`config.mk`:
```
export PLATFORM = sky130hd
export DESIGN_NAME = infix_to_postfix_converter_top
export DESIGN_NICKNAME = d
export VERILOG_FILES = /design/src/hw/rtl/itp_pkg.sv /design/src/hw/rtl/itp_ram.sv /design/src/hw/rtl/itp_ctrl.sv /design/src/hw/rtl/infix_to_postfix_converter_top.sv
export SDC_FILE = /design/constraint.sdc
export NUM_CORES = 1
export LEC_CHECK = 0
export ABC_AREA = 1
export BUFFER_PORTS_ARGS = -buffer_cell sky130_fd_sc_hd__buf_2
export CORE_ASPECT_RATIO = 2
export CORE_UTILIZATION = 40
export CTS_BUF_LIST = sky130_fd_sc_hd__clkbuf_8 sky130_fd_sc_hd__clkbuf_16
export CTS_CLUSTER_DIAMETER = 150
export CTS_CLUSTER_SIZE = 10
export DETAILED_ROUTE_END_ITERATION = 16
export PLACE_DENSITY = 0.67
export RECOVER_POWER = 100
export SYNTH_ARGS = -nofsm -noshare
export SYNTH_HDL_FRONTEND = slang
export SYNTH_HIERARCHICAL = 1
export SYNTH_SLANG_ARGS = --single-unit
```
`constraint.sdc`:
```
create_clock -name aclk -period 6.65 [get_ports aclk]
set_clock_uncertainty 0.1 [all_clocks]
set_input_delay 1.6625 -clock aclk [delete_from_list [all_inputs] [get_ports aclk]]
set_output_delay 1.6625 -clock aclk [all_outputs]
set_load 0.005 [all_outputs]
```
`src/hw/rtl/itp_pkg.sv`:
```
`default_nettype none
package itp_pkg;

    localparam int VALUE_W     = 16;
    localparam int MAX_RESULTS = 16;
    localparam int RES_CNT_W   = $clog2(MAX_RESULTS + 1);

    // infix token kinds as they arrive on the input
    typedef enum logic [2:0] {
        TOK_OPERAND = 3'd0,
        TOK_PLUS    = 3'd1,
        TOK_MINUS   = 3'd2,
        TOK_TIMES   = 3'd3,
        TOK_DIVIDE  = 3'd4,
        TOK_OPEN    = 3'd5,
        TOK_CLOSE   = 3'd6,
        TOK_END     = 3'd7
    } tok_kind_t;

    // codes held in the operator stack
    localparam logic [2:0] CODE_PLUS   = 3'd0;
    localparam logic [2:0] CODE_MINUS  = 3'd1;
    localparam logic [2:0] CODE_TIMES  = 3'd2;
    localparam logic [2:0] CODE_DIVIDE = 3'd3;
    localparam logic [2:0] CODE_OPEN   = 3'd4;

    typedef enum logic [1:0] {
        ERR_NONE      = 2'd0,
        ERR_OVERFLOW  = 2'd1,
        ERR_UNMATCHED = 2'd2
    } err_t;

    typedef enum logic {
        ST_IDLE,
        ST_WORK
    } state_t;

    typedef struct packed {
        logic               carries_token;
        logic               is_operand;
        logic [VALUE_W-1:0] value;
        logic [1:0]         operator_code;
        logic               last_of_run;
        logic               end_of_expression;
        err_t               error_code;
    } result_t;

    // precedence of a stacked operator is at least that of another
    // (* and / share bit 1 set, + and - have it clear)
    function automatic logic prec_ge(input logic [2:0] a, input logic [2:0] b);
        prec_ge = (a[1] >= b[1]);
    endfunction

endpackage
`default_nettype wire

```
`src/hw/rtl/itp_ram.sv`:
```
`default_nettype none
module itp_ram #(
    parameter int WIDTH = 3,
    parameter int DEPTH = 16
) (
    input  wire logic                     clk,
    input  wire logic                     we,
    input  wire logic [$clog2(DEPTH)-1:0] waddr,
    input  wire logic [WIDTH-1:0]         wdata,
    input  wire logic [$clog2(DEPTH)-1:0] raddr,
    output logic      [WIDTH-1:0]         rdata
);

    logic [WIDTH-1:0] mem [DEPTH];

    always_ff @(posedge clk) begin
        if (we) begin
            mem[waddr] <= wdata;
        end
        rdata <= mem[raddr];
    end

endmodule
`default_nettype wire

```
`src/hw/rtl/itp_ctrl.sv`:
```
`default_nettype none
module itp_ctrl
    import itp_pkg::*;
#(
    parameter int STACK_DEPTH = 16,
    parameter int VALUE_BITS  = 16,
    localparam int AW = $clog2(STACK_DEPTH)
) (
    input  wire logic               aclk,
    input  wire logic               aresetn,
    input  wire logic               in_valid,
    output logic                    in_ready,
    input  wire tok_kind_t          in_kind,
    input  wire logic [VALUE_W-1:0] in_value,
    output result_t                 res,
    output logic                    res_valid,
    input  wire logic               out_free,
    output logic                    mem_we,
    output logic [AW-1:0]           mem_waddr,
    output logic [2:0]              mem_wdata,
    output logic [AW-1:0]           mem_raddr,
    input  wire logic [2:0]         mem_rdata
);

    localparam int CW   = $clog2(STACK_DEPTH + 1);
    localparam int KEEP = (VALUE_BITS < VALUE_W) ? VALUE_BITS : VALUE_W;

    state_t                 state_reg, state_next;
    tok_kind_t              kind_reg;
    logic [KEEP-1:0]        value_reg;
    logic [2:0]             top_reg, top_next;
    logic [CW-1:0]          count_reg, count_next;
    logic [RES_CNT_W-1:0]   nres_reg, nres_next;

    logic          has, below_has, full;
    logic [2:0]    below, op_code, push_code;
    logic          want, do_push, done, emit, advance;
    logic [CW-1:0] count_step;
    logic [2:0]    top_step;
    logic [CW-1:0] raddr_full;
    result_t       r;

    assign has       = (count_reg != '0);
    assign below_has = (count_reg >= CW'(2));
    assign full      = (count_reg >= CW'(STACK_DEPTH));
    assign below     = mem_rdata;
    assign op_code   = 3'(kind_reg - TOK_PLUS);

    always_comb begin
        want       = 1'b0;
        do_push    = 1'b0;
        push_code  = CODE_OPEN;
        done       = 1'b0;
        count_step = count_reg;
        top_step   = top_reg;
        r          = '0;
        r.error_code = ERR_NONE;

        case (kind_reg)
            TOK_OPERAND: begin
                want          = 1'b1;
                r.carries_token = 1'b1;
                r.is_operand  = 1'b1;
                r.value       = VALUE_W'(value_reg);
                r.last_of_run = 1'b1;
                done          = 1'b1;
            end
            TOK_PLUS, TOK_MINUS, TOK_TIMES, TOK_DIVIDE: begin
                if (has && top_reg != CODE_OPEN && prec_ge(top_reg, op_code)) begin
                    want            = 1'b1;
                    r.carries_token = 1'b1;
                    r.operator_code = top_reg[1:0];
                    // a push after a pop never overflows, so the stop decides last
                    r.last_of_run   = !below_has || below == CODE_OPEN ||
                                      !prec_ge(below, op_code);
                    count_step      = count_reg - CW'(1);
                    top_step        = below;
                end else begin
                    do_push   = 1'b1;
                    push_code = op_code;
                end
            end
            TOK_OPEN: begin
                do_push   = 1'b1;
                push_code = CODE_OPEN;
            end
            TOK_CLOSE: begin
                if (!has) begin
                    want          = 1'b1;
                    r.error_code  = ERR_UNMATCHED;
                    r.last_of_run = 1'b1;
                    count_step    = '0;
                    done          = 1'b1;
                end else if (top_reg == CODE_OPEN) begin
                    count_step = count_reg - CW'(1);
                    top_step   = below;
                    done       = 1'b1;
                end else begin
                    want            = 1'b1;
                    r.carries_token = 1'b1;
                    r.operator_code = top_reg[1:0];
                    r.last_of_run   = below_has && below == CODE_OPEN;
                    count_step      = count_reg - CW'(1);
                    top_step        = below;
                end
            end
            TOK_END: begin
                if (!has) begin
                    // bare marker only when the flush produced nothing
                    want                = (nres_reg == '0);
                    r.last_of_run       = 1'b1;
                    r.end_of_expression = 1'b1;
                    done                = 1'b1;
                end else if (top_reg == CODE_OPEN) begin
                    want                = 1'b1;
                    r.error_code        = ERR_UNMATCHED;
                    r.last_of_run       = 1'b1;
                    r.end_of_expression = 1'b1;
                    count_step          = '0;
                    done                = 1'b1;
                end else begin
                    want                = 1'b1;
                    r.carries_token     = 1'b1;
                    r.operator_code     = top_reg[1:0];
                    r.last_of_run       = !below_has;
                    r.end_of_expression = !below_has;
                    count_step          = count_reg - CW'(1);
                    top_step            = below;
                    done                = !below_has;
                end
            end
            default: begin
                done = 1'b1;
            end
        endcase

        if (do_push) begin
            done = 1'b1;
            if (full) begin
                want          = 1'b1;
                r.error_code  = ERR_OVERFLOW;
                r.last_of_run = 1'b1;
                count_step    = '0;
            end else begin
                count_step = count_reg + CW'(1);
                top_step   = push_code;
            end
        end

        // results past the limit are dropped, the last one kept closes the run
        emit = want && (nres_reg < RES_CNT_W'(MAX_RESULTS));
        if (nres_reg == RES_CNT_W'(MAX_RESULTS - 1)) begin
            r.last_of_run = 1'b1;
            if (kind_reg == TOK_END) begin
                r.end_of_expression = 1'b1;
            end
        end
    end

    assign advance = (state_reg == ST_WORK) && (!emit || out_free);

    always_comb begin
        state_next = state_reg;
        count_next = count_reg;
        top_next   = top_reg;
        nres_next  = nres_reg;
        in_ready   = 1'b0;
        mem_we     = 1'b0;
        res_valid  = 1'b0;
        case (state_reg)
            ST_IDLE: begin
                in_ready = 1'b1;
                if (in_valid) begin
                    nres_next  = '0;
                    state_next = ST_WORK;
                end
            end
            ST_WORK: begin
                if (advance) begin
                    count_next = count_step;
                    top_next   = top_step;
                    mem_we     = do_push && !full;
                    res_valid  = emit;
                    if (emit) begin
                        nres_next = nres_reg + RES_CNT_W'(1);
                    end
                    if (done) begin
                        state_next = ST_IDLE;
                    end
                end
            end
            default: begin
                state_next = ST_IDLE;
            end
        endcase
    end

    assign res       = r;
    assign mem_waddr = count_reg[AW-1:0];
    assign mem_wdata = push_code;
    // keep the entry under the top on the read port; a push writes above it,
    // so the read and the write never meet on one entry
    assign raddr_full = count_next - CW'(2);
    assign mem_raddr  = raddr_full[AW-1:0];

    always_ff @(posedge aclk) begin
        if (!aresetn) begin
            state_reg <= ST_IDLE;
            count_reg <= '0;
            nres_reg  <= '0;
        end else begin
            state_reg <= state_next;
            count_reg <= count_next;
            nres_reg  <= nres_next;
        end
    end

    always_ff @(posedge aclk) begin
        top_reg <= top_next;
        if (in_valid && in_ready) begin
            kind_reg  <= in_kind;
            value_reg <= in_value[KEEP-1:0];
        end
    end

endmodule
`default_nettype wire

```
`src/hw/rtl/infix_to_postfix_converter_top.sv`:
```
`default_nettype none
// Infix to postfix converter. Infix tokens enter one item at a time on the s_ side and the
// postfix form leaves on the m_ side, with tlast on the final result caused by each input item.
// The operator stack lives in a one-port-write, one-port-read RAM of STACK_DEPTH entries and
// needs no clearing after reset. Every item is first accepted and then worked one step at a
// time: an operand or an open parenthesis takes one step; an operator takes one step per
// stack entry it pops, plus one for its push; a close parenthesis takes one step per entry it
// pops, the open parenthesis included, plus one more for the error when no open parenthesis is
// found; end of expression takes one step per entry it flushes, an open parenthesis included,
// and one step on an empty stack. Each pop relies on the stack RAM read that fetches the next
// entry while the top is held in a register. A result waits in the output register while the
// next step goes on; a step that emits stalls only while that register still holds an item
// the receiver has not taken.
module infix_to_postfix_converter_top
    import itp_pkg::*;
#(
    parameter int STACK_DEPTH = 16,
    parameter int VALUE_BITS  = 16
) (
    input  wire logic        aclk,
    input  wire logic        aresetn,
    input  wire logic        s_tvalid,
    output logic             s_tready,
    input  wire logic [15:0] s_tdata,   // operand_value
    input  wire logic [2:0]  s_tuser,   // opcode
    output logic             m_tvalid,
    input  wire logic        m_tready,
    output logic [23:0]      m_tdata,   // value, operator_code, zero fill
    output logic             m_tlast,   // last_of_run
    output logic [4:0]       m_tuser    // carries_token, is_operand, end_of_expression,
                                        // error_code
);

    localparam int AW = $clog2(STACK_DEPTH);

    result_t       res, out_reg;
    logic          res_valid, m_valid_reg, out_free;
    logic          mem_we;
    logic [AW-1:0] mem_waddr, mem_raddr;
    logic [2:0]    mem_wdata, mem_rdata;

    assign out_free = !m_valid_reg || m_tready;

    itp_ctrl #(
        .STACK_DEPTH(STACK_DEPTH),
        .VALUE_BITS (VALUE_BITS)
    ) u_ctrl (
        .aclk     (aclk),
        .aresetn  (aresetn),
        .in_valid (s_tvalid),
        .in_ready (s_tready),
        .in_kind  (tok_kind_t'(s_tuser)),
        .in_value (s_tdata),
        .res      (res),
        .res_valid(res_valid),
        .out_free (out_free),
        .mem_we   (mem_we),
        .mem_waddr(mem_waddr),
        .mem_wdata(mem_wdata),
        .mem_raddr(mem_raddr),
        .mem_rdata(mem_rdata)
    );

    itp_ram #(
        .WIDTH(3),
        .DEPTH(STACK_DEPTH)
    ) u_stack (
        .clk  (aclk),
        .we   (mem_we),
        .waddr(mem_waddr),
        .wdata(mem_wdata),
        .raddr(mem_raddr),
        .rdata(mem_rdata)
    );

    always_ff @(posedge aclk) begin
        if (!aresetn) begin
            m_valid_reg <= 1'b0;
        end else if (res_valid) begin
            m_valid_reg <= 1'b1;
        end else if (m_tready) begin
            m_valid_reg <= 1'b0;
        end
    end

    always_ff @(posedge aclk) begin
        if (res_valid) begin
            out_reg <= res;
        end
    end

    assign m_tvalid = m_valid_reg;
    assign m_tdata  = {6'b0, out_reg.operator_code, out_reg.value};
    assign m_tlast  = out_reg.last_of_run;
    assign m_tuser  = {out_reg.error_code, out_reg.end_of_expression,
                       out_reg.is_operand, out_reg.carries_token};

endmodule
`default_nettype wire
```
After elaboration in Yosys (flattened, before gate mapping)

Memory sizes are Yosys's and may differ from the RTL's. A register that Yosys moved wholly into a read port is not among the register bits.
Index checks and enable logic that the tools add are counted.

Bits in writable memories: 48
Input port bits: 23
Word-level logic and storage cells: 138
Output and inout port bits: 32
Memories kept: 1
Flip-flop bits (word level): 58

Reduce and logical (&&, ||, !) cells: 24
Multiplexer cells: 74
Eq/ne operators: 14
Add/subtract/negate cells: 5
Bitwise logic cells: 1
Order comparisons: 5

Memory list:

| name        | words | width | read ports | clocked after Yosys merged registers in | wr ports | line          | RTL |
|---|---|---|---|---|---|---|---|
| u_stack.mem | 16    | 3     | 1          | 1                                       | 1        | itp_ram.sv:14 | `logic [WIDTH-1:0] mem [DEPTH];` |

Operator list:

| operator                                                          | count |
|---|---|
| 2-to-1 mux 5 bit                                                  | 11 |
| 2-to-1 mux 1 bit                                                  | 31 |
| 2-to-1 mux 3 bit                                                  | 10 |
| 2-to-1 mux 2 bit                                                  | 10 |
| == test 3 bit, second input constant                              | 6 |
| 2-to-1 mux 17 bit                                                 | 1 |
| case mux 5 bit (3 select lines)                                   | 1 |
| adder 5 x 1 -> 5 bit, second input constant                       | 2 |
| case mux 5 bit (2 select lines)                                   | 1 |
| case mux 3 bit (3 select lines)                                   | 1 |
| case mux 1 bit (4 select lines)                                   | 2 |
| logical AND 1 bit                                                 | 7 |
| == test 3 x 2 -> 1 bit, second input constant                     | 2 |
| != test 2 bit, second input constant                              | 3 |
| case mux 1 bit (3 select lines)                                   | 2 |
| case mux 2 bit (3 select lines)                                   | 1 |
| == test 5 x 4 -> 1 bit, second input constant                     | 1 |
| greater-or-equal comparator 5 x 2 -> 1 bit, second input constant | 1 |
| greater-or-equal comparator 5 bit, second input constant          | 1 |
| logical NOT 1 bit                                                 | 5 |
| logical NOT 5 bit                                                 | 1 |
| < comparator 5 bit, second input constant                         | 1 |
| nonzero test 5 bit                                                | 1 |
| subtractor 5 x 1 -> 5 bit, second input constant                  | 1 |
| other kinds (15)                                                  | 20 |

Depth between registers and ports, before layout

Gate-level depths: netlist of the first run.

Depth in word-level cells: 15
Depth in mapped cells: 27
Gate-level depth less buffers: 24

Cells and area by module

Netlist of the first run, hierarchy kept.

By module, submodules not included:

| module                         | times used | area each (µm²) | cells an instance | sequential area each (µm²) |
|---|---|---|---|---|
| itp_ctrl                       | 1          | 2469.9          | 324               | 880.8 |
| itp_ram                        | 1          | 2239.6          | 224               | 1501.4 |
| infix_to_postfix_converter_top | 1          | 815.8           | 37                | 740.7 |

Least setup slack after synthesis of the first run

OpenSTA, ideal clock, no wires.

Kind: input port to flip-flop
Start: input s_tvalid
End: register u_ctrl.nres_reg[2]
Stages on the path: 6
Library setup time: 0.072 ns
Arrival: 3.095 ns
Buffers on the path: 0
Required time: 6.478 ns
Setup slack: 3.383 ns
Cell sequence: inv_1 -> nor2_1 -> inv_1 -> nand2_1 -> nand2_1 -> a21oi_1

Longest elaborated chain between the ends: 2

RTL lines:

| item                                 | line                                 | RTL |
|---|---|---|
| start, declared                      | infix_to_postfix_converter_top.sv:22 | `input wire logic s_tvalid,` |
| != test 2 bit (no source line)       | n/a                                  |  |
| AND reduction 3 bit (no source line) | n/a                                  |  |
| end signal, assigned                 | itp_ctrl.sv:214                      | `nres_reg <= nres_next;` |
| end, declared                        | itp_ctrl.sv:33                       | `logic [RES_CNT_W-1:0] nres_reg, nres_next;` |

No other way between the ends.
A chain may end at the register's enable or synchronous reset.

Worst setup path after layout of the first run

Start: register u_ctrl.count_reg[0]
End: register u_stack.rdata[0] (read register of u_stack.mem)

Longest elaborated chain between the ends: 14
Elaborated cells on any way between the ends: 28
Classes of those cells: add/sub (3); order compare (1); mux (17); reduce/logical (7)

RTL lines:

| item                            | line                                 | RTL |
|---|---|---|
| start, declared                 | itp_ctrl.sv:32                       | `logic [CW-1:0] count_reg, count_next;` |
| start signal, assigned          | itp_ctrl.sv:213                      | `count_reg <= count_next;` |
| nonzero test 5 bit              | itp_ctrl.sv:43                       | `assign has = (count_reg != '0);` |
| logical AND 1 bit (2 in series) | itp_ctrl.sv:69                       | `if (has && top_reg != CODE_OPEN && prec_ge(top_reg, op_code)) begin` |
| 2-to-1 mux 1 bit                | itp_ctrl.sv:69                       |  |
| case mux 1 bit (4 select lines) | itp_ctrl.sv:59                       | `case (kind_reg)` |
| 2-to-1 mux 1 bit                | itp_ctrl.sv:139                      | `if (full) begin` |
| 2-to-1 mux 1 bit                | itp_ctrl.sv:137                      | `if (do_push) begin` |
| logical AND 1 bit               | itp_ctrl.sv:151                      | `emit = want && (nres_reg < RES_CNT_W'(MAX_RESULTS));` |
| logical NOT 1 bit               | itp_ctrl.sv:160                      | `assign advance = (state_reg == ST_WORK) && (!emit \|\| out_free);` |
| logical OR 1 bit                | itp_ctrl.sv:160                      |  |
| logical AND 1 bit               | itp_ctrl.sv:160                      |  |
| 2-to-1 mux 5 bit                | itp_ctrl.sv:179                      | `if (advance) begin` |
| 2-to-1 mux 5 bit (*)            | itp_ctrl.sv:170                      | `case (state_reg)` |
| subtractor 4 x 2 -> 4 bit (*)   | itp_ctrl.sv:203                      | `assign raddr_full = count_next - CW'(2);` |
| net mem_raddr[0]                | infix_to_postfix_converter_top.sv:39 | `logic [AW-1:0] mem_waddr, mem_raddr;` |
| end, declared                   | itp_ram.sv:11                        | `output logic [WIDTH-1:0] rdata` |

Mark *: on every way through the listed nets, which the timed path passes. The rest lies on a longest branch.

==> results of run 1 <==
## report_power, final
part | leakage [nW] | internal, mW | total [mW] | switching [mW]
registers | 0.998 | 0.814 | 0.859 | 0.0453
clock network | 0.149 | 0.267 | 0.532 | 0.264
logic | 1.47 | 0.163 | 0.556 | 0.393
## cells by family after synthesis
logic type	count (synthesis)
buf+inv	127
flops	109
simple gates	292
xor+xnor	6
fa+ha+maj	13
compound gates	37
other cells	1
## critical path, cell delays in order, from the launching register on
cell and delay [ps]:
dfxtp_1 540, inv_1 240, ha_1 270, inv_1 90, nor2_4 30, nand2_1 300, nand3_1 300, nand2_1 220
nand2_1 250, nand2_1 190, nand2_1 160, nand2_1 140, nand2_2 50, nand2_1 270, nand2_1 120, nand2_1 620
inv_4 230, nand2_1 120, nand2_1 60, nand2_1 50, nand3_1 120, nand3_1 90, nand2_1 50
## metal layers
metal  GRT usage  part of all wire  vias up
li1            -                 -     1956
met1      0.1597              0.33     1870
met2      0.3633              0.58      123
met3     0.02647             0.031       49
met4      0.1216             0.056        0
met5           0                 0        -
## through the flow
step	utilization	worst slack, ps
finish	0.4456	1916
global route	0.4456	1460
detailed placement	0.4318	2747
CTS	0.4543	2758
global placement	0.4318	2787
floorplan	-	3383
## cell usage in the layout, fill, tap and decap left out, types with 12 or more instances in the layout
cell type,Yosys,layout
a21oi_1,12,12
buf_2,3,29
clkbuf_1,1,19
nand3_1,63,65
nor2_1,57,59
inv_1,91,91
ha_1,13,13
dfxtp_1,15,15
edfxtp_1,94,94
nand2_1,133,142
## layout make-up
type	instances	area, sq um
fill	1277	7450
sequential	109	3123
multi-input combinational	354	1748
inverter	103	396.6
clock buffer	9	225.2
timing repair buffer	50	224.0
tap	155	193.9
clock inverter	7	77.57
## final timing paths
kind,from,slack [ps],end,cells after the start
worst max-delay path,u_ctrl/count_reg[0]$_SDFF_PN0_,1920,u_stack/rdata[0]$_DFF_P_,22
worst min-delay path,u_ctrl/nres_reg[4]$_SDFFE_PN0P_,400,u_ctrl/nres_reg[4]$_SDFFE_PN0P_,2
worst max register to register,u_ctrl/count_reg[0]$_SDFF_PN0_,1920,u_stack/rdata[0]$_DFF_P_,22
worst min register to register,u_ctrl/nres_reg[4]$_SDFFE_PN0P_,400,u_ctrl/nres_reg[4]$_SDFFE_PN0P_,2
==> qor.yml, run 1 <==
outcome:
  status: "finished, violations left"
  failed_checks: "max-capacitance violations, max-slew violations"
clock_tree:
  ctsRootBufferMaster: "clkbuf_16"
  cts_tree: "done"
  ctsHtreeMaxLevel: 3
  cts_buffer_depth: 2
  ctsHoldBuffers: 0
  clk_latency_ps: 350
  cts.repair.resized: 0
  cts.clk_slew.worst_paths_ps: 80
  cts_sinks: 109
  postCtsSetupBuffers: 0
  cts_buffers: 9
synth:
  synth_top_area_share: 0.5109
  synth_area_sq_um: 5525
  synth_edf_count: 94
  synth_top_family_by_area: "simple AND/OR/NAND/NOR gates"
  synth.top_cells.by_area: "edfxtp_1 51%, nand2_1 9.0%, inv_1 6.2%, nand3_1 5.7%, dfxtp_1 5.4%"
  synth_fa_ha_area_frac: 0.02944
  muxShareOfSynthArea: 0
  synth_common_cells: "133 x nand2_1, 94 x edfxtp_1, 91 x inv_1"
  yosysTopAreaCell: "edfxtp_1"
  synth.most_common_cell: "nand2_1"
  synth_simple_gate_area_frac: 0.2480
  netlist_instances: 585
  avgSynthCellArea_sq_um: 9.445
  ys_seq_area_frac: 0.5652
  ys_warn_count: 6
  synth-xor-area-share: 0.009511
  synth-compound-area-share: 0.04076
  ys.flop_type: "edfxtp_1"
  ys_types: 44
  yosys_register_bits: 109
  async_flop_share: 0
global_routing:
  gr-usage-all-layers: 0.1818
  overflow: 0
  antenna_found_initial: 0
  grt_pass1_wl_microns: 19490
  grt_max_degree: 28
  grt_pass1_vias: 4054
place:
  gp_congestion: 0.9647
  place_area_sq_um: 5802
  place_hpwl_microns: 9518
  post-place-cells: 771
  port-buffer-count: 48
finish:
  finalInstanceArea_sq_um: 5988
  antenna_cells: 0
  largest_register_ffs: 48
  fin_cells: 787
  area_growth_pct: 8.379
  layout.nets: 663
  drive_gt1_frac: 0.1123
critical_path:
  required_ps: 6800
  cp.arrival_ps: 4880
  start_kind: "flop"
  worst_setup_path_end_kind: "flop"
  critPathKind: "reg -> reg"
  critPathMaxFanout: 25
pwr:
  fin_total_pwr_mw: 1.947
  p_leak_nw: 2.622
  vdd_ir_drop_max_v: 0.0001599
  p_per_area_nw_per_um2: 325.1
floorplanning:
  start_util: 0.4112
  coreArea_sq_um: 13440
  die_area_sq_um: 14320
  ioPinCount: 55
  num_rows: 60
  fp.dieH_microns: 168.2
  die_x_microns: 85.11
sta:
  worst_pin_slew_ps: 1586
  fin_crit_ps: 4734
  setup_tns_ps: 0
  setup_violations: 0
  hold_slack_ps: 395.3
  slew_headroom: -0.05754
  rsz0062_at_grt: "false"
  drv_slew: 28
  fmax_ghz: 0.2113
  final_hold_viol_count: 0
  finalCritPeriodShare: 0.7118
detailed_routing:
  postRouteAntennaNets: 0
  vias_per_cell: 5.080
  drt-pass1-iter-count: 4
  detail_route.wl_per_cell_microns: 15.82
  drc_errors: 0
  drt-total-wl_microns: 12450
  vias: 3998
  drtIter0Drc: 248
job:
  drv_cap: 1
min_path:
  hold_path.class: "reg -> reg"
(Power assumes the default switching activity.)
==> inputs of run 2 (changes only) <==
PLACE_DENSITY = 0.69   (was 0.67)
clock period = 4 ns   (was 6.65 ns; I/O delays follow)
==> run 2 against run 1 <==
Effect of this change: the run now ends clean; die area did not move; utilization up 0.44 points; via count rose by 1.3%; first-iteration DRC count is 7.3% higher; wire length increased by 5.7%; maximum frequency grew 30%; sequential share of layout area fell by 0.51 points; total power is 69% higher; critical path depth stayed put; hold slack improved by 11 ps; highest routed layer unchanged.
==> qor.yml, run 2 (same netlist as run 1, synthesis figures left out) <==
clock_tree:
  ctsRootBufferMaster: "clkbuf_16"
  cts.clk_slew.worst_paths_ps: 80  # about the same
  cts_sinks: 109  # unchanged
  cts_tree: "done"
  cts_buffer_depth: 2  # unchanged
  clk_latency_ps: 350  # about the same
  cts_buffers: 9  # unchanged
  ctsHoldBuffers: 0  # unchanged
  ctsHtreeMaxLevel: 3  # unchanged
sta:
  finalWorstSetupSlack_ps: 345.9  # -1570 ps
  setup_violations: 0  # unchanged
  rsz0062_at_grt: "false"
  fmax_ghz: 0.2737  # +30%
  worst_pin_slew_ps: 1030  # -556.2 ps
  hold_slack_ps: 406.2  # +10.99 ps
  finalCritPeriodShare: 0.9135  # +0.2017
  final_hold_viol_count: 0  # unchanged
  fin_crit_ps: 3654  # -1080 ps
  setup_tns_ps: 0  # unchanged
  slew_headroom: 0.3133  # +0.3708
  drv_slew: 0  # -100%
critical_path:
  cp.arrival_ps: 3800  # -1080 ps
  r2r_end: "u_stack/rdata[1]$_DFF_P_"
  reg2reg_from: "u_ctrl/count_reg[0]$_SDFF_PN0_"
  start_kind: "flop"
  timing.reg2reg.setup_slack_ps: 350  # -1570 ps
  worst_setup_path_end_kind: "flop"
  required_ps: 4150  # -2650 ps
  reg2regPathDepth: 22  # unchanged
  critPathKind: "reg -> reg"
  crit_start: "u_ctrl/count_reg[0]$_SDFF_PN0_"
  critPathMaxFanout: 24  # -4.0%
place:
  post-place-cells: 775  # +0.52%
  pre_cts_ws_ps: 403.1  # -2344 ps
  gp_congestion: 0.9174  # -4.9%
  port-buffer-count: 48  # unchanged
  place_area_sq_um: 5832  # +0.52%
  place_hpwl_microns: 10230  # +7.5%
global_routing:
  grt_pass1_vias: 4348  # +7.3%
  grt_pass1_wl_microns: 21010  # +7.8%
  antenna_found_initial: 0  # unchanged
  grt_max_degree: 28  # unchanged
  overflow: 0  # unchanged
  gr-usage-all-layers: 0.1956  # +0.01381
pwr:
  p_leak_nw: 2.627  # +0.20%
  p_per_area_nw_per_um2: 542.7  # +67%
  fin_total_pwr_mw: 3.282  # +69%
  vdd_ir_drop_max_v: 0.0002492  # +56%
min_path:
  hold_path_end: "u_ctrl/nres_reg[4]$_SDFFE_PN0P_"
  hp-start: "u_ctrl/nres_reg[4]$_SDFFE_PN0P_"
  hold_depth: 2  # unchanged
  hold_path.class: "reg -> reg"
detailed_routing:
  postRouteAntennaNets: 0  # unchanged
  drt-pass1-iter-count: 5  # +1
  drc_errors: 0  # unchanged
  drtIter0Drc: 266  # +7.3%
  vias: 4049  # +1.3%
  detail_route.wl_per_cell_microns: 16.64  # +5.2%
  drt-total-wl_microns: 13170  # +5.7%
  vias_per_cell: 5.119  # +0.76%
finish:
  fin_cells: 791  # +0.51%
  layout_commonest_cell: "nand2_1"
  layout_common_cells: "137 x nand2_1, 94 x edfxtp_1, 91 x inv_1"
  register_area_sq_um: 3123  # unchanged
  largest_register_ffs: 48  # unchanged
  nFillCells: 1324  # +3.7%
  drive_gt1_frac: 0.1211  # +0.008727
  area_growth_pct: 9.443
  final_core_util: 0.4500  # +0.004376
  antenna_cells: 0  # unchanged
  layout.nets: 667  # +0.60%
  finalInstanceArea_sq_um: 6047  # +0.98%
  multi_input_area_sq_um: 1807  # +3.4%
floorplanning:
  ioPinCount: 55  # unchanged
  coreArea_sq_um: 13440  # unchanged
  fp.dieH_microns: 168.2  # unchanged
  die_x_microns: 85.11  # unchanged
  die_area_sq_um: 14320  # unchanged
  start_util: 0.4112  # unchanged
  num_rows: 60  # unchanged
job:
  drv_cap: 0  # -1
outcome:
  status: "completed"
## run 2: changes by cell type in the layout (fill, tap and decap cells not counted), moves of 2 or more
cell	before	now
buf_1	2	0
nand2_1	142	137
nand2_4	1	5
clkbuf_1	19	26
buf_2	29	26
clkinv_8	2	0
inv_6	2	4
## run 2: what timing repair did
action                     4_1_cts  5_1_grt
buffers inserted                 0        0
setup endpoints to repair        0        3
gates resized for setup          0        1
## run 2: per-layer routing
layer,track usage,part of all wire,vias up
li1,-,-,1965
met1,0.1755,0.33,1890
met2,0.3874,0.57,147
met3,0.03039,0.039,47
met4,0.1268,0.059,0
met5,0,0,-
## run 2: how the worst max path moves through the flow
stage / endpoint / slack (ps) / depth (start not counted)
6_report: u_stack/rdata[1]$_DFF_P_ / 350 / 22
5_1_grt: u_stack/rdata[1]$_DFF_P_ / 40 / 21
4_1_cts: u_stack/rdata[2]$_DFF_P_ / 360 / 21
3_5_place_dp: u_stack/rdata[2]$_DFF_P_ / 400 / 21
3_3_place_gp: u_stack/rdata[1]$_DFF_P_ / 520 / 21
2_1_floorplan: u_stack/rdata[0]$_DFF_P_ / 1260 / 20
## run 2: cell type report
class	count	share of cell area
Inverter	103	0.06559
Sequential cell	109	0.5165
Timing Repair Buffer	54	0.03973
Multi-Input combinational cell	354	0.2988
Tap cell	155	0.03207
Clock buffer	9	0.03724
Clock inverter	7	0.01014
## run 2: critical path, stage by stage, from the launching register on
cell	delay [ps]
dfxtp_1	520
inv_1	220
ha_1	260
inv_1	60
nor2_1	50
nand2_4	170
nand3_4	120
nand2_1	220
nand2_4	130
nand2_2	120
nand2_4	70
nand2_2	70
nand2_1	80
nand2_4	150
nand2_1	90
nand2_1	410
inv_4	210
nand2_1	140
nand2_1	70
nand2_1	80
nand3_1	70
nand3_1	70
nand2_1	50
## run 2: power breakdown
group	switching, mW	internal (mW)	total (mW)
Clock	0.434	0.438	0.872
Sequential	0.0731	1.35	1.43
Combinational	0.695	0.289	0.985
Total	1.20	2.08	3.28
